`src/rtl/core/r64a_pkg.sv`:
```
// r64a_pkg: shared types, constants and functions for the radix-64 armor encoder
// with CRC-24 trailer. No dependencies; r64a_encoder and the top level import it.
package r64a_pkg;

  localparam int unsigned MaxChars = 11;
  localparam int unsigned CntW     = 4;

  localparam logic [23:0] CrcInit = 24'hB704CE;
  localparam logic [23:0] CrcPoly = 24'h864CFB;
  localparam logic [7:0]  ChNl    = 8'h0A;
  localparam logic [7:0]  ChPad   = 8'h3D;
  localparam logic [5:0]  GplReset = 6'd19;

  // input item kinds
  localparam logic KindData   = 1'b0;
  localparam logic KindFinish = 1'b1;

  typedef logic [MaxChars-1:0][7:0] char_arr_t;
  typedef logic [CntW-1:0]          char_cnt_t;

  // encoder state carried between items
  typedef struct packed {
    logic [23:0] crc;
    logic [7:0]  pb0;
    logic [7:0]  pb1;
    logic [1:0]  pc;
    logic [5:0]  gol;
  } enc_state_t;

  // crc-24, msb first, one byte
  function automatic logic [23:0] crc24_byte(input logic [23:0] crc_in, input logic [7:0] b);
    logic [23:0] c;
    c = crc_in ^ {b, 16'h0000};
    for (int k = 0; k < 8; k++) begin
      if (c[23]) begin
        c = {c[22:0], 1'b0} ^ CrcPoly;
      end else begin
        c = {c[22:0], 1'b0};
      end
    end
    return c;
  endfunction

  // radix-64 alphabet lookup
  function automatic logic [7:0] sym(input logic [5:0] v);
    logic [7:0] r;
    if (v < 6'd26) begin
      r = 8'h41 + {2'b00, v};
    end else if (v < 6'd52) begin
      r = 8'h61 + {2'b00, v} - 8'd26;
    end else if (v < 6'd62) begin
      r = 8'h30 + {2'b00, v} - 8'd52;
    end else if (v == 6'd62) begin
      r = 8'h2B;
    end else begin
      r = 8'h2F;
    end
    return r;
  endfunction

endpackage

```
`src/rtl/core/r64a_if.sv`:
```
// r64a_if: valid/ready channel interfaces for input beats, output characters
// and the configuration write. Depends on nothing.
interface r64a_in_if;
  logic       valid;
  logic       ready;
  logic       kind;
  logic [7:0] data_byte;
  modport source (output valid, output kind, output data_byte, input ready);
  modport sink   (input valid, input kind, input data_byte, output ready);
endinterface

interface r64a_out_if;
  logic       valid;
  logic       ready;
  logic [7:0] character;
  logic       last;
  modport source (output valid, output character, output last, input ready);
  modport sink   (input valid, input character, input last, output ready);
endinterface

interface r64a_cfg_if;
  logic       valid;
  logic       ready;
  logic [5:0] data;
  modport source (output valid, output data, input ready);
  modport sink   (input valid, input data, output ready);
endinterface

```
`src/rtl/core/r64a_encoder.sv`:
```
// r64a_encoder: single-pass step logic; from the current state and one item it
// builds the next state and the list of output characters. Uses r64a_pkg.
module r64a_encoder (
  input  r64a_pkg::enc_state_t st,
  input  logic                 kind,
  input  logic [7:0]           data_byte,
  input  logic [5:0]           groups_per_line,
  output r64a_pkg::enc_state_t st_next,
  output r64a_pkg::char_arr_t  chars,
  output r64a_pkg::char_cnt_t  cnt
);
  import r64a_pkg::*;

  logic [23:0] crc_upd;
  logic [5:0]  gol_inc;

  assign crc_upd = crc24_byte(st.crc, data_byte);
  assign gol_inc = st.gol + 6'd1;

  // step: data byte or finish
  always_comb begin
    char_cnt_t n;
    st_next = st;
    chars   = '0;
    cnt     = '0;
    n       = '0;
    if (kind == KindData) begin
      st_next.crc = crc_upd;
      if (st.pc != 2'd2) begin
        if (st.pc[0]) begin
          st_next.pb1 = data_byte;
        end else begin
          st_next.pb0 = data_byte;
        end
        st_next.pc = st.pc + 2'd1;
      end else begin
        chars[0] = sym(st.pb0[7:2]);
        chars[1] = sym({st.pb0[1:0], st.pb1[7:4]});
        chars[2] = sym({st.pb1[3:0], data_byte[7:6]});
        chars[3] = sym(data_byte[5:0]);
        st_next.pc = 2'd0;
        if (gol_inc >= groups_per_line) begin
          chars[4]    = ChNl;
          st_next.gol = 6'd0;
          cnt         = char_cnt_t'(5);
        end else begin
          st_next.gol = gol_inc;
          cnt         = char_cnt_t'(4);
        end
      end
    end else begin
      // flush pending bytes with padding
      case (st.pc)
        2'd1: begin
          chars[0] = sym(st.pb0[7:2]);
          chars[1] = sym({st.pb0[1:0], 4'b0000});
          chars[2] = ChPad;
          chars[3] = ChPad;
          n = char_cnt_t'(4);
        end
        2'd2: begin
          chars[0] = sym(st.pb0[7:2]);
          chars[1] = sym({st.pb0[1:0], st.pb1[7:4]});
          chars[2] = sym({st.pb1[3:0], 2'b00});
          chars[3] = ChPad;
          n = char_cnt_t'(4);
        end
        default: n = '0;
      endcase
      // end a non-empty line
      if (st.gol != 6'd0 || n != '0) begin
        chars[n] = ChNl;
        n = n + char_cnt_t'(1);
      end
      // crc line
      chars[n] = ChPad;
      chars[n + char_cnt_t'(1)] = sym(st.crc[23:18]);
      chars[n + char_cnt_t'(2)] = sym(st.crc[17:12]);
      chars[n + char_cnt_t'(3)] = sym(st.crc[11:6]);
      chars[n + char_cnt_t'(4)] = sym(st.crc[5:0]);
      chars[n + char_cnt_t'(5)] = ChNl;
      cnt = n + char_cnt_t'(6);
      st_next.crc = CrcInit;
      st_next.pc  = 2'd0;
      st_next.gol = 6'd0;
    end
  end

endmodule

```
`src/rtl/core/radix64_encoder_crc24_armor.sv`:
```
// radix64_encoder_crc24_armor: top level; input register, encoder step logic
// and a character record drained one beat per cycle unless dout stalls.
// Uses r64a_pkg, r64a_if, r64a_encoder.
//   channel  dir  payload                 beat moves
//   din      in   kind, data_byte         one byte or a finish request
//   dout     out  character, last         one output character
//   cfg      in   data (groups_per_line)  one register write
//
// An input beat lands in the input register and then passes the encoder, which
// loads up to 11 characters into the record register. Items that emit nothing
// move on at once; others wait for the record to drain. A group emits 4 or 5
// characters, a finish 6 to 11. Stalls on dout hold the record and then the
// input register.
// Reset is synchronous and clears control state, crc and counters.
module radix64_encoder_crc24_armor (
  input logic clk,
  input logic rst,
  r64a_in_if.sink    din,
  r64a_out_if.source dout,
  r64a_cfg_if.sink   cfg
);
  import r64a_pkg::*;

  logic       in_v;
  logic       in_kind;
  logic [7:0] in_byte;

  logic [23:0] crc;
  logic [7:0]  pb0;
  logic [7:0]  pb1;
  logic [1:0]  pc;
  logic [5:0]  gol;
  logic [5:0]  gpl;

  logic      rec_v;
  char_arr_t rec_chars;
  char_cnt_t rec_cnt;
  char_cnt_t rec_idx;

  enc_state_t st;
  enc_state_t st_next;
  char_arr_t  enc_chars;
  char_cnt_t  enc_cnt;

  logic rec_last;
  logic out_fire;
  logic rec_done;
  logic move;

  assign st = '{crc: crc, pb0: pb0, pb1: pb1, pc: pc, gol: gol};

  r64a_encoder u_enc (
    .st              (st),
    .kind            (in_kind),
    .data_byte       (in_byte),
    .groups_per_line (gpl),
    .st_next         (st_next),
    .chars           (enc_chars),
    .cnt             (enc_cnt)
  );

  // handshake control
  assign rec_last = (rec_idx == rec_cnt - char_cnt_t'(1));
  assign out_fire = rec_v & dout.ready;
  assign rec_done = out_fire & rec_last;
  assign move     = in_v & ((enc_cnt == '0) | ~rec_v | rec_done);

  assign din.ready      = ~in_v | move;
  assign dout.valid     = rec_v;
  assign dout.character = rec_chars[rec_idx];
  assign dout.last      = rec_last;
  assign cfg.ready      = 1'b1;

  // input register
  always_ff @(posedge clk) begin
    if (rst) begin
      in_v <= 1'b0;
    end else if (din.valid && din.ready) begin
      in_v <= 1'b1;
    end else if (move) begin
      in_v <= 1'b0;
    end
  end

  always_ff @(posedge clk) begin
    if (din.valid && din.ready) begin
      in_kind <= din.kind;
      in_byte <= din.data_byte;
    end
  end

  // encoder state
  always_ff @(posedge clk) begin
    if (rst) begin
      crc <= CrcInit;
      pc  <= 2'd0;
      gol <= 6'd0;
    end else if (move) begin
      crc <= st_next.crc;
      pc  <= st_next.pc;
      gol <= st_next.gol;
    end
  end

  // pending bytes, valid only below the pending count
  always_ff @(posedge clk) begin
    if (move) begin
      pb0 <= st_next.pb0;
      pb1 <= st_next.pb1;
    end
  end

  // configuration register
  always_ff @(posedge clk) begin
    if (rst) begin
      gpl <= GplReset;
    end else if (cfg.valid && cfg.ready) begin
      gpl <= cfg.data;
    end
  end

  // character record
  always_ff @(posedge clk) begin
    if (rst) begin
      rec_v   <= 1'b0;
      rec_idx <= '0;
    end else if (move && enc_cnt != '0) begin
      rec_v   <= 1'b1;
      rec_idx <= '0;
    end else if (rec_done) begin
      rec_v   <= 1'b0;
      rec_idx <= '0;
    end else if (out_fire) begin
      rec_idx <= rec_idx + char_cnt_t'(1);
    end
  end

  always_ff @(posedge clk) begin
    if (move && enc_cnt != '0) begin
      rec_chars <= enc_chars;
      rec_cnt   <= enc_cnt;
    end
  end

endmodule
```
`src/flat_wrapper.sv`:
```
// flat-port wrapper written by rule: the top's interface ports become plain ports
module radix64_encoder_crc24_armor_flat import r64a_pkg::*;
  (clk, rst, din_valid, din_kind, din_data_byte, din_ready, dout_valid, dout_character, dout_last, dout_ready, cfg_valid, cfg_data, cfg_ready);
  r64a_in_if din_i ();
  r64a_out_if dout_i ();
  r64a_cfg_if cfg_i ();
  input logic clk;
  input logic rst;
  input wire logic [$bits(din_i.valid)-1:0] din_valid;
  input wire logic [$bits(din_i.kind)-1:0] din_kind;
  input wire logic [$bits(din_i.data_byte)-1:0] din_data_byte;
  output wire logic [$bits(din_i.ready)-1:0] din_ready;
  output wire logic [$bits(dout_i.valid)-1:0] dout_valid;
  output wire logic [$bits(dout_i.character)-1:0] dout_character;
  output wire logic [$bits(dout_i.last)-1:0] dout_last;
  input wire logic [$bits(dout_i.ready)-1:0] dout_ready;
  input wire logic [$bits(cfg_i.valid)-1:0] cfg_valid;
  input wire logic [$bits(cfg_i.data)-1:0] cfg_data;
  output wire logic [$bits(cfg_i.ready)-1:0] cfg_ready;
  assign din_i.valid = din_valid;
  assign din_i.kind = din_kind;
  assign din_i.data_byte = din_data_byte;
  assign din_ready = din_i.ready;
  assign dout_valid = dout_i.valid;
  assign dout_character = dout_i.character;
  assign dout_last = dout_i.last;
  assign dout_i.ready = dout_ready;
  assign cfg_i.valid = cfg_valid;
  assign cfg_i.data = cfg_data;
  assign cfg_ready = cfg_i.ready;
  radix64_encoder_crc24_armor u_core (.clk(clk), .rst(rst), .din(din_i), .dout(dout_i), .cfg(cfg_i));
endmodule
```
`config.mk`:
```
export PLATFORM = sky130hd
export DESIGN_NAME = radix64_encoder_crc24_armor_flat
export DESIGN_NICKNAME = d
export VERILOG_FILES = /design/src/rtl/core/r64a_pkg.sv /design/src/rtl/core/r64a_if.sv /design/src/rtl/core/r64a_encoder.sv /design/src/rtl/core/radix64_encoder_crc24_armor.sv /design/src/flat_wrapper.sv
export SDC_FILE = /design/constraint.sdc
export NUM_CORES = 1
export LEC_CHECK = 0
export BUFFER_PORTS_ARGS = -buffer_cell sky130_fd_sc_hd__buf_2
export CAP_MARGIN = 20
export CORE_ASPECT_RATIO = 0.9
export CORE_UTILIZATION = 55
export CTS_BUF_LIST = sky130_fd_sc_hd__clkbuf_16
export DETAILED_ROUTE_END_ITERATION = 8
export PLACE_DENSITY_LB_ADDON = 0.05
export REMOVE_ABC_BUFFERS = 1
export SLEW_MARGIN = 20
export SYNTH_ARGS = -nofsm -noshare
export SYNTH_HDL_FRONTEND = slang
export SYNTH_SLANG_ARGS = --single-unit
```
`constraint.sdc`:
```
create_clock -name clk -period 5.4 [get_ports clk]
set_clock_uncertainty 0.05 [all_clocks]
set_input_delay 1.08 -clock clk [delete_from_list [all_inputs] [get_ports clk]]
set_output_delay 1.08 -clock clk [all_outputs]
set_load 0.03 [all_outputs]
```
* Yosys cells after proc, flatten, opt, wreduce, memory -nomap -nowiden
Index checks and enable logic that the tools add are counted.
** Word-level totals
- Register bits :: 161
- Input port bits :: 20
** Operators by class
- Add/sub/neg operators :: 61
- Order comparisons :: 46
- Eq/ne operators :: 13
- Multiplexer cells :: 93
- Bitwise operators :: 28
- Reduce and logical (&&, ||, !) cells :: 21
** Operators by type and width (number)
- 88-bit bitwise mux :: 4
- 8-bit 2-to-1 mux :: 43
- 8-bit demux with 4-bit select :: 7
- 24-bit 2-to-1 mux :: 9
- 88-bit 2-to-1 mux :: 2
- 7-bit by 6-bit adder with 8-bit output, first input constant :: 20
- 66-bit NOT :: 2
- 6-bit less-than comparator, second input constant :: 20
- 13-bit NOT :: 8
- 7-bit by 6-bit subtractor with 8-bit output, second input constant :: 10
- 8-bit by 5-bit subtractor with 8-bit output, second input constant :: 10
- 6-bit by 6-bit adder with 7-bit output, first input constant :: 10
- 24-bit by 66-bit bitwise AND with 66-bit output :: 1
- 66-bit bitwise AND :: 1
- 6-bit by 5-bit less-than comparator with 1-bit output, second input constant :: 10
- 30-bit one-hot mux with 2 select lines :: 1
- 55-bit bitwise OR :: 1
- 6-bit equality test, second input constant :: 8
- 4-bit by 5-bit less-than comparator with 1-bit output, second input constant :: 8
- 40-bit 2-to-1 mux :: 1
- 36-bit 2-to-1 mux :: 1
- 33-bit bitwise AND :: 1
- 33-bit NOT :: 1
- 8-bit binary-select mux with 4-bit select :: 1
- other kinds (35) :: 82

* Logic depth before layout (Yosys ltp)
Gate-level depths: netlist of run 1.
- Word-level depth :: 20
- Gate-level depth with buffers :: 11

* By module
From an unflattened synthesis of run 1, not the netlist that was laid out.
** Unflattened totals
- Cell total of the unflattened synthesis :: 1246
- Area, all modules :: 11688.7 µm²
** Modules (own cells, without submodules)
- radix64_encoder_crc24_armor :: times used 1, cells each 396, area each 6268.5 µm², seq. area each 4394.2 µm²
- r64a_encoder :: times used 1, cells each 850, area each 5420.2 µm², seq. area each 0.0 µm²

* Worst setup path before layout of run 1
No wires, ideal clock.
- Path type :: in2reg
- Start :: in dout_ready
- End :: reg u_core.gol[2]
- Setup time :: 0.229 ns
- Data arrival time :: 3.750 ns
- Data required time :: 5.121 ns
- Setup slack :: 1.371 ns
- Stages on the path :: 5
- Cells stage by stage :: inv_1 -> o41ai_2 -> nand2b_1 -> inv_1 -> a311oi_1
** Between the ends
- Word-level cells in the longest chain between the ends :: 5
** Ends and longest elaborated chain
- start: declaration :: RTL line flat_wrapper.sv:16 : input wire logic [$bits(dout_i.ready)-1:0] dout_ready;
- 1-bit bitwise AND :: RTL line radix64_encoder_crc24_armor.sv:64 : assign out_fire = rec_v & dout.ready;
- 1-bit bitwise AND :: RTL line radix64_encoder_crc24_armor.sv:65 : assign rec_done = out_fire & rec_last;
- 1-bit bitwise OR :: RTL line radix64_encoder_crc24_armor.sv:66 : assign move = in_v & ((enc_cnt == '0) | ~rec_v | rec_done);
- 1-bit bitwise AND :: RTL line radix64_encoder_crc24_armor.sv:66
- 2-bit AND reduction (no line)
- end signal: assignment :: RTL line radix64_encoder_crc24_armor.sv:101 : gol <= st_next.gol;
- end: declaration :: RTL line radix64_encoder_crc24_armor.sv:32 : logic [5:0] gol;
No other way between the ends.
A chain may end at the register's enable or synchronous reset.

* Worst setup path in the final report of run 1
- Start :: reg u_core.rec_idx[0]
- End :: out din_ready
** Between the ends
- Word-level cells in the longest chain between the ends :: 5
** Ends and longest elaborated chain
- start: declaration :: RTL line radix64_encoder_crc24_armor.sv:38 : char_cnt_t rec_idx;
- start signal: assignment :: RTL line radix64_encoder_crc24_armor.sv:134 : rec_idx <= rec_idx + char_cnt_t'(1);
- 4-bit equality test :: RTL line radix64_encoder_crc24_armor.sv:63 : assign rec_last = (rec_idx == rec_cnt - char_cnt_t'(1));
- 1-bit bitwise AND :: RTL line radix64_encoder_crc24_armor.sv:65
- 1-bit bitwise OR :: RTL line radix64_encoder_crc24_armor.sv:66
- 1-bit bitwise AND :: RTL line radix64_encoder_crc24_armor.sv:66
- 1-bit bitwise OR :: RTL line radix64_encoder_crc24_armor.sv:68 : assign din.ready = ~in_v | move;
- end: declaration :: RTL line flat_wrapper.sv:12 : output wire logic [$bits(din_i.ready)-1:0] din_ready;
No other way between the ends.

==> metrics.txt, run 1 <==
# TYPE chip_impl_metric gauge
chip_impl_metric{name="power.static_leakage",unit="nW"} 4.30
chip_impl_metric{name="grt_use_met3",unit="%"} 5.38
chip_impl_metric{name="viasPerCell",unit=""} 6.20
chip_impl_metric{name="i_o_pin_count",unit=""} 32
chip_impl_info{name="worst_hold_startpoint",value="u_core.gpl[4]$_SDFFE_PP1P_"} 1
chip_impl_metric{name="p_total",unit="W"} 0.00342
chip_impl_metric{name="drive_above_1_share",unit="%"} 10.1
chip_impl_metric{name="ys_seq_area_share",unit="%"} 40.1
chip_impl_metric{name="period_share",unit="%"} 74.5
chip_impl_info{name="tritoncts",value="built"} 1
chip_impl_metric{name="postPlaceCellArea",unit="µm²"} 10600
chip_impl_info{name="yosys_most_used_dff",value="edfxtp_1"} 1
chip_impl_metric{name="numPortBuffers",unit=""} 30
chip_impl_info{name="most-common-layout-cells",value="nor2_1, edfxtp_1, nand2_1"} 1
chip_impl_metric{name="cts_hold_repair.buffers",unit=""} 0
chip_impl_info{name="grt_setup_unrepaired",value="false"} 1
chip_impl_metric{name="rrSetupSlack",unit="ns"} 1.77
chip_impl_metric{name="max_freq",unit="MHz"} 249
chip_impl_info{name="reg2reg_to",value="u_core.rec_chars[67]$_SDFFCE_PN0P_"} 1
chip_impl_metric{name="worst_hold_slack",unit="ns"} 0.445
chip_impl_info{name="status",value="completed"} 1
chip_impl_metric{name="synthCells",unit=""} 1129
chip_impl_metric{name="critical_path_required",unit="ns"} 4.27
chip_impl_info{name="worstSetupStartpointType",value="flip-flop"} 1
chip_impl_info{name="worstReg2RegStart",value="u_core.rec_idx[0]$_SDFFE_PP0P_"} 1
chip_impl_metric{name="finalSetupTns",unit="ns"} 0
chip_impl_metric{name="report.final.setup_viol",unit=""} 0
chip_impl_metric{name="max_slew.worst_pin.slew",unit="ns"} 1.15
chip_impl_info{name="critical_path_sink_type",value="primary output"} 1
chip_impl_metric{name="worstPathArrival",unit="ns"} 2.89
chip_impl_metric{name="global_route_wire_length_before_repair",unit="µm"} 43700
chip_impl_metric{name="postRouteAntennaNets",unit=""} 0
chip_impl_metric{name="detail_route.wirelength",unit="µm"} 27900
chip_impl_metric{name="synth_async_sr_flop_share",unit="%"} 0
chip_impl_metric{name="timing.max_slew.rel_slack",unit="%"} 23.1
chip_impl_metric{name="design.final.nets",unit=""} 1182
chip_impl_metric{name="cts-buffers-inserted",unit=""} 17
chip_impl_metric{name="die_h",unit="µm"} 133
chip_impl_metric{name="yosys_register_bits",unit=""} 154
chip_impl_metric{name="grtUsageTotal",unit="%"} 29.3
chip_impl_metric{name="synth.cell_area",unit="µm²"} 10400
chip_impl_metric{name="worstSkewPairLatency",unit="ns"} 0.43
chip_impl_metric{name="final_core_utilization",unit="%"} 60.8
chip_impl_metric{name="ys.warnings.count",unit=""} 0
chip_impl_metric{name="vdd_ir_drop_max",unit="V"} 0.000258
chip_impl_metric{name="clk_path_buf_depth",unit=""} 2
chip_impl_metric{name="drt_iter0_markers",unit=""} 890
chip_impl_metric{name="grt_max_degree",unit=""} 54
chip_impl_info{name="cp-startpoint",value="u_core.rec_idx[0]$_SDFFE_PP0P_"} 1
chip_impl_metric{name="fp.dieArea",unit="µm²"} 19500
chip_impl_metric{name="post-cts-setup-buffers",unit=""} 0
chip_impl_metric{name="first_global_vias",unit=""} 7827
chip_impl_info{name="critical_path.slowest_cell",value="dfxtp_1"} 1
chip_impl_metric{name="critPathMaxStageDelay",unit="ns"} 0.84
chip_impl_metric{name="report.final.slew_viol_count",unit=""} 0
chip_impl_metric{name="total_congestion_overflow_after_global_routing",unit=""} 0
chip_impl_info{name="crit_family",value="flip-flops"} 1
chip_impl_metric{name="grt_antenna_before_repair",unit=""} 0
chip_impl_metric{name="antenna_cells",unit=""} 0
chip_impl_metric{name="floorplan.initialDensity",unit="%"} 56.5
chip_impl_info{name="ctsRootBufferMaster",value="clkbuf_16"} 1
chip_impl_info{name="holdCritPathClass",value="reg -> reg"} 1
chip_impl_metric{name="timing.max_cap.violations",unit=""} 0
chip_impl_metric{name="reg2reg_depth",unit=""} 6
chip_impl_metric{name="use_met2",unit="%"} 44.1
chip_impl_metric{name="power-per-cell-area",unit="nW/µm²"} 305
chip_impl_metric{name="cts_repair_resize_count",unit=""} 0
chip_impl_metric{name="die_w",unit="µm"} 147
chip_impl_metric{name="hpwlAfterDp",unit="µm"} 20300
chip_impl_metric{name="grtUsageMet1",unit="%"} 43.2
chip_impl_metric{name="via_count",unit=""} 8465
chip_impl_info{name="global_route.peak_usage_layer",value="met2"} 1
chip_impl_metric{name="period_needed",unit="ns"} 4.02
chip_impl_metric{name="floorplan.rows",unit=""} 47
chip_impl_metric{name="fin_area",unit="µm²"} 11200
chip_impl_metric{name="timing.final.hold_violations",unit=""} 0
chip_impl_info{name="critical_path_class",value="reg -> out"} 1
chip_impl_metric{name="clkTransAtPathRegs",unit="ns"} 0.07
chip_impl_metric{name="dr.pass1.iters",unit=""} 6
chip_impl_metric{name="drc",unit=""} 0
chip_impl_info{name="mostFrequentLayoutCell",value="nor2_1"} 1
chip_impl_info{name="whs_endpoint",value="u_core.gpl[4]$_SDFFE_PP1P_"} 1
chip_impl_metric{name="floorplan.core_area",unit="µm²"} 18500
chip_impl_metric{name="synth_cell_types",unit=""} 66
chip_impl_metric{name="postSynthAreaPerCell",unit="µm²"} 9.23
chip_impl_info{name="crit_path_cell_trace",value="xor2_1 > nand2_1 > o41ai_2 > nor2_1 > inv_1 > buf_2"} 1
chip_impl_metric{name="wl_per_cell",unit="µm"} 20.4
chip_impl_metric{name="cts_num_sinks",unit=""} 154
chip_impl_metric{name="htreeDepth",unit=""} 4
chip_impl_metric{name="synth_edf_count",unit=""} 110
chip_impl_metric{name="critical_path.n_buffers_inverters",unit=""} 2
chip_impl_metric{name="synthToLayoutAreaGrowth",unit="%"} 7.65
chip_impl_metric{name="gp_congestion",unit=""} 0.897
chip_impl_metric{name="hold_path_depth",unit=""} 2
chip_impl_metric{name="crit_path_max_fanout",unit=""} 13
==> stage by stage <==
stage	setup WS, ns	std cells
2_1_floorplan	1.18	1051
3_3_place_gp	1.73	1334
3_5_place_dp	1.69	1334
4_1_cts	1.47	1366
5_1_grt	1.26	1366
6_report	1.38	1366
==> logic make-up (layout without fill, tap and decap cells) <==
| family | Yosys count | after routing | share of synthesized area (%) |
|---|---|---|---|
| compound gates | 319 | 319 | 20.1 |
| xor+xnor | 85 | 85 | 8.01 |
| fa+ha+maj | 54 | 54 | 6.48 |
| buf+inv | 145 | 137 | 5.44 |
| flops | 154 | 154 | 40.1 |
| mux | 41 | 41 | 5.98 |
| other cells | 1 | 1 | 0.0360 |
| simple gates | 330 | 330 | 13.9 |
==> layer usage <==
metal / part of all wire (%) / vias to the layer above
met3: 6.8 / 39
met1: 47 / 4032
met2: 45 / 318
li1: - / 4076
met5: 0 / -
met4: 1.7 / 0
==> cell usage after synthesis (all sizes together) (6+ instances only) <==
cell / count / area [µm²]
o21a: 7 / 52.6
o211ai: 14 / 105
xor2: 14 / 123
o32ai: 7 / 61.3
nor2: 120 / 453
and3: 9 / 56.3
edfxtp: 110 / 3300
a21oi: 96 / 480
nor3: 22 / 110
a211oi: 21 / 158
mux2: 10 / 113
nand2: 106 / 398
and2: 8 / 50.1
nand3: 33 / 165
o21ai: 48 / 240
ha: 54 / 676
a221oi: 9 / 78.8
o22ai: 17 / 106
mux2i: 15 / 150
nand2b: 7 / 43.8
xnor2: 69 / 664
a22oi: 21 / 158
clkbuf: 61 / 229
inv: 66 / 248
a21o: 19 / 143
a31oi: 13 / 81.3
dfxtp: 44 / 881
buf: 17 / 86.3
mux4: 16 / 360
nand4: 6 / 37.5
a311oi: 7 / 61.3
==> flip-flops by register name (all words and copies together), names as in the netlist, 6 cells and up <==
| register | flops |
|---|---|
| u_core.in_byte | 8 |
| u_core.crc | 24 |
| u_core.gpl | 6 |
| u_core.pb0 | 8 |
| u_core.rec_chars | 81 |
| u_core.gol | 6 |
| u_core.pb1 | 8 |
==> cell type report <==
cell class,count,area (µm²)
inverters,67,253
fillers,1592,7240
well taps,245,307
flip-flops and latches,154,4180
clock inverters,15,156
repair buffers,38,223
clock buffers,17,425
multi-input cells,830,5670
==> where the power goes <==
group	switching, W	leakage, nW	internal (W)
Combinational	0.000476	2.62	0.000351
Clock	0.000530	0.288	0.000652
Sequential	0.0000834	1.39	0.00133
==> worst min-delay path, cell delays in order, from the launching register on <==
cell,delay [ns]
dfxtp_1,0.30
inv_1,0.07
o211ai_1,0.08
==> how the worst max path moves through the flow <==
stage | slack [ns] | depth (start not counted) | endpoint
4_1_cts | 1.47 | 6 | din_ready
6_report | 1.38 | 6 | din_ready
3_5_place_dp | 1.69 | 6 | u_core.rec_chars[72]$_SDFFCE_PN0P_
3_3_place_gp | 1.73 | 6 | din_ready
5_1_grt | 1.26 | 6 | din_ready
2_1_floorplan | 1.18 | 6 | u_core.gol[2]$_SDFFE_PP0P_
(Power assumes the default switching activity.)
==> run 2, diff against run 1 <==
Clock period 5.4 ns to 3.4 ns, I/O delays scaled along.
==> run 2 against run 1 <==
  * Via count is 0.72% higher
  * First-iteration DRC count is 2.9% lower
  * Critical path depth is 3 higher
  * Final area is 1.5% higher
  * Routed wire length is 3.0% higher
  * Final cell count is 1.5% higher
  * Register-to-register slack worse by 1.5 ns
  * Core utilization is 0.90 points higher
  * Non-clock buffer count is 20 higher
  * Combinational power is 61% higher
  * Worst setup slack worse by 1.1 ns
  * Critical path type is now reg -> reg
  * Critical endpoint is now u_core.rec_chars[19]$_DFFE_PP_
  * Highest routed layer unchanged
==> metrics.txt, run 2 (synthesized netlist as in run 1, its figures left out) <==
# TYPE chip_impl_metric gauge
chip_impl_metric{name="design.final.nets",unit=""} 1202
chip_impl_info{name="status",value="completed"} 1
chip_impl_metric{name="drive_above_1_share",unit="%"} 11.7
chip_impl_metric{name="worstPathArrival",unit="ns"} 3.20
chip_impl_info{name="worstSetupStartpointType",value="flip-flop"} 1
chip_impl_metric{name="cts_num_sinks",unit=""} 154
chip_impl_metric{name="largest_register_ff_count",unit=""} 81
chip_impl_info{name="holdCritPathClass",value="in -> reg"} 1
chip_impl_metric{name="max_slew.worst_pin.slew",unit="ns"} 0.799
chip_impl_metric{name="num-fill-cells",unit=""} 1626
chip_impl_info{name="grt_setup_unrepaired",value="false"} 1
chip_impl_metric{name="clkTransAtPathRegs",unit="ns"} 0.06
chip_impl_metric{name="period_needed",unit="ns"} 3.10
chip_impl_info{name="critical_path_class",value="reg -> reg"} 1
chip_impl_metric{name="i_o_pin_count",unit=""} 32
chip_impl_metric{name="detail_route.wirelength",unit="µm"} 28700
chip_impl_metric{name="gp_congestion",unit=""} 0.915
chip_impl_metric{name="timing.max_cap.violations",unit=""} 0
chip_impl_metric{name="global_route_wire_length_before_repair",unit="µm"} 44800
chip_impl_info{name="mostFrequentLayoutCell",value="nor2_1"} 1
chip_impl_info{name="critical_path_sink_type",value="flip-flop"} 1
chip_impl_metric{name="crit_path_max_fanout",unit=""} 9
chip_impl_metric{name="fp.dieArea",unit="µm²"} 19500
chip_impl_metric{name="worstSkewPairLatency",unit="ns"} 0.44
chip_impl_metric{name="htreeDepth",unit=""} 4
chip_impl_metric{name="postPlaceCellArea",unit="µm²"} 10800
chip_impl_info{name="regMostFlops",value="u_core.rec_chars"} 1
chip_impl_metric{name="antenna_cells",unit=""} 0
chip_impl_info{name="tritoncts",value="built"} 1
chip_impl_metric{name="grt_max_degree",unit=""} 86
chip_impl_metric{name="floorplan.core_area",unit="µm²"} 18500
chip_impl_metric{name="critical_path_required",unit="ns"} 3.51
chip_impl_metric{name="fin_area",unit="µm²"} 11400
chip_impl_metric{name="viasPerCell",unit=""} 6.15
chip_impl_metric{name="die_w",unit="µm"} 147
chip_impl_metric{name="final-seq-area",unit="µm²"} 4190
chip_impl_metric{name="drc",unit=""} 0
chip_impl_metric{name="floorplan.initialDensity",unit="%"} 56.5
chip_impl_metric{name="vdd_ir_drop_max",unit="V"} 0.000399
chip_impl_metric{name="multi_input_comb_area",unit="µm²"} 5680
chip_impl_metric{name="report.final.slew_viol_count",unit=""} 0
chip_impl_metric{name="die_h",unit="µm"} 133
chip_impl_metric{name="postRouteAntennaNets",unit=""} 0
chip_impl_metric{name="power.static_leakage",unit="nW"} 4.40
chip_impl_info{name="ctsRootBufferMaster",value="clkbuf_16"} 1
chip_impl_metric{name="timing.max_slew.rel_slack",unit="%"} 46.6
chip_impl_metric{name="timing.final.hold_violations",unit=""} 0
chip_impl_info{name="reg.largest.list",value="u_core.rec_chars x81, u_core.crc x24"} 1
chip_impl_metric{name="dr.pass1.iters",unit=""} 5
chip_impl_metric{name="synthToLayoutAreaGrowth",unit="%"} 9.24
chip_impl_metric{name="grtUsageTotal",unit="%"} 30.2
chip_impl_metric{name="power-per-cell-area",unit="nW/µm²"} 482
chip_impl_metric{name="total_congestion_overflow_after_global_routing",unit=""} 0
chip_impl_metric{name="period_share",unit="%"} 91.1
chip_impl_metric{name="via_count",unit=""} 8526
chip_impl_info{name="most-common-layout-cells",value="nor2_1, edfxtp_1, nand2_1"} 1
chip_impl_metric{name="grt_antenna_before_repair",unit=""} 0
chip_impl_metric{name="wl_per_cell",unit="µm"} 20.7
chip_impl_metric{name="cts-buffers-inserted",unit=""} 17
chip_impl_metric{name="numPortBuffers",unit=""} 30
chip_impl_metric{name="hpwlAfterDp",unit="µm"} 20800
chip_impl_metric{name="report.final.setup_viol",unit=""} 0
chip_impl_metric{name="clk_path_buf_depth",unit=""} 2
chip_impl_metric{name="final_core_utilization",unit="%"} 61.7
chip_impl_metric{name="drt_iter0_markers",unit=""} 864
chip_impl_metric{name="cts_hold_repair.buffers",unit=""} 0
chip_impl_metric{name="post-cts-setup-buffers",unit=""} 0
chip_impl_metric{name="max_freq",unit="MHz"} 323
chip_impl_metric{name="floorplan.rows",unit=""} 47
chip_impl_metric{name="first_global_vias",unit=""} 7896
-- run 2: cell types whose count changed in the layout (fill, tap and decap cells not counted), sizes merged --
cell / change
clkinv: -2
clkinvlp: +2
bufinv: +1
buf: +20
inv: -1
-- run 2: layer usage --
metal | GRT usage, % | share of wire (%) | up-vias
met3 | 6.45 | 7.1 | 33
met1 | 43.3 | 46 | 4095
li1 | - | - | 4113
met5 | 0 | 0 | -
met4 | 8.76 | 1.8 | 0
met2 | 46.0 | 45 | 285
-- run 2: path summary, 6_finish.rpt --
check	startpoint	end	slack, ns	depth (start not counted)
worst max-delay path	u_core.crc[20]$_SDFFE_PP1N_	u_core.rec_chars[19]$_DFFE_PP_	0.30	9
worst min-delay path	din_data_byte[4]	u_core.in_byte[4]$_DFFE_PP_	0.36	1
worst max register to register	u_core.crc[20]$_SDFFE_PP1N_	u_core.rec_chars[19]$_DFFE_PP_	0.30	9
worst min register to register	u_core.gpl[0]$_SDFFE_PP1P_	u_core.gpl[0]$_SDFFE_PP1P_	0.44	2
-- run 2: through the flow --
| stage | hold WS [ns] | setup WS, ns | std cells | power [W] | setup TNS [ns] |
|---|---|---|---|---|---|
| after global routing | 0.352 | 0.156 | 1386 | 0.00571 | 0 |
| after global placement | 0.421 | 0.391 | 1354 | 0.00356 | 0 |
| final | 0.362 | 0.304 | 1386 | 0.00549 | 0 |
| after CTS | 0.347 | 0.0817 | 1386 | 0.00549 | 0 |
| after detailed placement | 0.417 | 0.196 | 1354 | 0.00357 | 0 |
| after floorplan | 0.398 | -0.821 | 1051 | 0.00322 | -70.04 |
-- run 2: critical path, cell delays in order, from the launching register on --
cell,delay (ns)
dfxtp_1,0.55
inv_1,0.13
ha_1,0.23
a21o_1,0.20
a21oi_1,0.52
nor2_1,0.17
a22o_1,0.23
a211oi_2,0.40
mux2_2,0.24
o221ai_1,0.11
-- run 2: where the power goes --
part | total [W] | switching, W | internal (W)
clock network | 0.00193 | 0.000832 | 0.00110
logic | 0.00133 | 0.000755 | 0.000574
registers | 0.00223 | 0.000129 | 0.00211
total | 0.00549 | 0.00172 | 0.00378
-- run 2: repair_timing --
action / CTS / global route
resized for setup: 0 / 2
endpoints found under the hold margin: 0 / 0
setup endpoints to repair: 0 / 2
-- run 2: final cells by class --
| type | instances | share of cell area, % |
|---|---|---|
| repair buffers | 58 | 3.27 |
| well taps | 245 | 2.69 |
| clock buffers | 17 | 3.74 |
| flip-flops and latches | 154 | 36.8 |
| inverters | 67 | 2.22 |
| multi-input cells | 830 | 49.9 |
| clock inverters | 15 | 1.46 |
==> run 3, diff against run 2 <==
Settings changed: CORE_UTILIZATION 55 to 57.
==> run 3 against run 2 <==
  * Hold slack improved by 0.0015 ns
  * Combinational power is essentially flat
  * Clock power is essentially flat
  * Sequential share of layout area is 0.063 points lower
  * Die area shrank 3.5%
  * Critical path depth decreased by 4
  * Largest power group unchanged
  * Final cell count unchanged
  * Register-to-register slack is essentially flat
  * Count of clock-buffer cells in the layout did not move
  * Flip-flop and latch count unchanged
==> metrics.txt, run 3 (synthesized netlist as in run 1, its figures left out) <==
# TYPE chip_impl_metric gauge
chip_impl_info{name="regMostFlops",value="u_core.rec_chars"} 1
chip_impl_info{name="critical_path.slowest_cell",value="dfxtp_1"} 1
chip_impl_info{name="whs_endpoint",value="u_core.in_byte[4]$_DFFE_PP_"} 1
chip_impl_metric{name="timing.final.hold_violations",unit=""} 0
chip_impl_metric{name="hold_path_depth",unit=""} 1
chip_impl_metric{name="timing.max_cap.violations",unit=""} 0
chip_impl_info{name="worstReg2RegStart",value="u_core.crc[20]$_SDFFE_PP1N_"} 1
chip_impl_metric{name="first_global_vias",unit=""} 7648
chip_impl_metric{name="numPortBuffers",unit=""} 30
chip_impl_metric{name="grt_max_degree",unit=""} 47
chip_impl_metric{name="max_freq",unit="MHz"} 313
chip_impl_metric{name="wl_met3",unit="µm"} 2180
chip_impl_metric{name="critical_path_required",unit="ns"} 2.67
chip_impl_metric{name="multi_input_comb_area",unit="µm²"} 5670
chip_impl_metric{name="viasPerCell",unit=""} 6.23
chip_impl_metric{name="report.final.slew_viol_count",unit=""} 0
chip_impl_metric{name="gp_congestion",unit=""} 0.953
chip_impl_metric{name="pwr-share-seq",unit="%"} 40.7
chip_impl_metric{name="comb_power_share",unit="%"} 24.5
chip_impl_info{name="critical_path_class",value="reg -> out"} 1
chip_impl_metric{name="timing.max_slew.rel_slack",unit="%"} 45.2
chip_impl_info{name="reg2reg_to",value="u_core.rec_chars[19]$_DFFE_PP_"} 1
chip_impl_metric{name="cts_hold_repair.buffers",unit=""} 0
chip_impl_metric{name="synthToLayoutAreaGrowth",unit="%"} 9.40
chip_impl_metric{name="i_o_pin_count",unit=""} 32
chip_impl_metric{name="floorplan.initialDensity",unit="%"} 58.6
chip_impl_metric{name="period_needed",unit="ns"} 3.20
chip_impl_info{name="tritoncts",value="built"} 1
chip_impl_info{name="worstSetupStartpointType",value="flip-flop"} 1
chip_impl_info{name="ctsRootBufferMaster",value="clkbuf_16"} 1
chip_impl_info{name="mostFrequentLayoutCell",value="nor2_1"} 1
chip_impl_metric{name="fp.dieArea",unit="µm²"} 18800
chip_impl_metric{name="max_slew.worst_pin.slew",unit="ns"} 0.820
chip_impl_info{name="holdCritPathClass",value="in -> reg"} 1
chip_impl_metric{name="clk_path_buf_depth",unit=""} 2
chip_impl_metric{name="num-fill-cells",unit=""} 1508
chip_impl_metric{name="largest_register_ff_count",unit=""} 81
chip_impl_metric{name="cts_num_sinks",unit=""} 154
chip_impl_metric{name="grtUsageTotal",unit="%"} 31.3
chip_impl_info{name="highest_layer",value="met4"} 1
chip_impl_metric{name="die_h",unit="µm"} 130
chip_impl_metric{name="clockPowerShare",unit="%"} 34.8
chip_impl_metric{name="final-seq-area",unit="µm²"} 4180
chip_impl_metric{name="power.static_leakage",unit="nW"} 4.43
chip_impl_metric{name="design.final.nets",unit=""} 1207
chip_impl_metric{name="internal_power_summed_over_all_cells",unit="W"} 0.00373
chip_impl_metric{name="power.switching_fraction",unit="%"} 32.1
chip_impl_metric{name="vdd_ir_drop_max",unit="V"} 0.000390
chip_impl_metric{name="drc",unit=""} 0
chip_impl_info{name="status",value="completed"} 1
chip_impl_metric{name="grt_antenna_before_repair",unit=""} 0
chip_impl_metric{name="cts_repair_resize_count",unit=""} 0
chip_impl_metric{name="rrSetupSlack",unit="ns"} 0.31
chip_impl_metric{name="worstSkewPairLatency",unit="ns"} 0.44
chip_impl_metric{name="drt_iter0_markers",unit=""} 1103
chip_impl_metric{name="report.final.setup_viol",unit=""} 0
chip_impl_metric{name="clkTransAtPathRegs",unit="ns"} 0.07
chip_impl_metric{name="p_sw",unit="W"} 0.00177
chip_impl_metric{name="met2_wirelength",unit="µm"} 12700
chip_impl_metric{name="cts-buffers-inserted",unit=""} 17
chip_impl_info{name="grt_setup_unrepaired",value="false"} 1
chip_impl_metric{name="drive_above_1_share",unit="%"} 12.0
chip_impl_metric{name="die_w",unit="µm"} 145
chip_impl_metric{name="detail_route.wirelength",unit="µm"} 28900
chip_impl_metric{name="via_count",unit=""} 8633
chip_impl_info{name="reg.largest.list",value="u_core.rec_chars x81, u_core.crc x24"} 1
chip_impl_metric{name="global_route_wire_length_before_repair",unit="µm"} 43200
chip_impl_info{name="worst_hold_startpoint",value="din_data_byte[4]"} 1
chip_impl_metric{name="total_congestion_overflow_after_global_routing",unit=""} 0
chip_impl_metric{name="crit_path_max_fanout",unit=""} 18
chip_impl_metric{name="power-per-cell-area",unit="nW/µm²"} 482
chip_impl_metric{name="wl_per_cell",unit="µm"} 20.8
chip_impl_metric{name="postRouteAntennaNets",unit=""} 0
chip_impl_info{name="most-common-layout-cells",value="nor2_1, edfxtp_1, nand2_1"} 1
chip_impl_metric{name="critPathMaxStageDelay",unit="ns"} 0.66
chip_impl_metric{name="antenna_cells",unit=""} 0
chip_impl_metric{name="worstPathArrival",unit="ns"} 2.47
chip_impl_metric{name="period_share",unit="%"} 94.1
chip_impl_metric{name="htreeDepth",unit=""} 4
chip_impl_metric{name="reg2reg_depth",unit=""} 9
chip_impl_metric{name="hpwlAfterDp",unit="µm"} 21200
chip_impl_metric{name="met1_length",unit="µm"} 13000
chip_impl_metric{name="floorplan.core_area",unit="µm²"} 17800
chip_impl_metric{name="final_core_utilization",unit="%"} 64.1
chip_impl_info{name="critical_path_sink_type",value="primary output"} 1
chip_impl_metric{name="floorplan.rows",unit=""} 46
chip_impl_metric{name="p_total",unit="W"} 0.00549
chip_impl_info{name="crit_path_cell_trace",value="buf_4 > mux4_2 > o21ai_0 > o22ai_1 > buf_2"} 1
chip_impl_metric{name="dr.pass1.iters",unit=""} 5
chip_impl_metric{name="post-cts-setup-buffers",unit=""} 0
==> run 3: changes by cell type in the layout (fill, tap and decap cells not counted), sizes merged <==
cell      previous run  this run
inv                 72        75
clkinv               6         5
bufinv               2         1
buf                 58        63
clkinvlp             2         1
==> run 3: how the worst max path moves through the flow <==
stage	endpoint	slack (ns)	depth (start not counted)	start
global placement	u_core.rec_chars[19]$_DFFE_PP_	0.40	9	u_core.crc[20]$_SDFFE_PP1N_
finish	dout_character[1]	0.20	5	u_core.rec_idx[0]$_SDFFE_PP0P_
global route	dout_character[1]	0.003	5	u_core.rec_idx[0]$_SDFFE_PP0P_
floorplan	u_core.gol[2]$_SDFFE_PP0P_	-0.82	6	u_core.rec_idx[0]$_SDFFE_PP0P_
detailed placement	u_core.rec_chars[19]$_DFFE_PP_	0.37	9	u_core.crc[20]$_SDFFE_PP1N_
CTS	dout_character[1]	0.15	5	u_core.rec_idx[0]$_SDFFE_PP0P_
==> run 3: power groups by stage <==
stage,Clock [W],Combinational (W),Sequential [W]
detailed placement,0,0.00132,0.00228
CTS,0.00193,0.00133,0.00223
finish,0.00191,0.00135,0.00224
global route,0.00200,0.00146,0.00225
global placement,0,0.00131,0.00227
floorplan,0,0.000985,0.00224
==> run 3: final cells by class <==
type	count	share of cell area, %
multi-input combinational	830	49.8
sequential	154	36.7
clock buffer	17	3.73
timing repair buffer	63	3.60
tap	240	2.63
inverter	67	2.22
clock inverter	15	1.38
==> run 3: stage by stage <==
stage	area [µm²]	setup TNS, ns	std cells	hold WS, ns	setup slack (ns)
2_1_floorplan	10100	-70.04	1051	0.398	-0.821
3_3_place_gp	10800	0	1354	0.419	0.396
3_5_place_dp	10800	0	1354	0.422	0.374
4_1_cts	11400	0	1386	0.358	0.154
5_1_grt	11400	0	1386	0.355	0.00267
6_report	11400	0	1386	0.364	0.202
==> run 3: routing by layer <==
layer,vias up,GRT usage (%)
li1,4120,-
met1,4066,45.2
met2,386,46.9
met3,61,4.81
met4,0,12.9
met5,-,0
==> run 3: worst max-delay path: cells and delay by family, from the launching register on <==
family          cells  cell delay [ns]
compound gates      2             0.27
buf+inv             2             0.56
mux                 1             0.54
flops               1             0.66
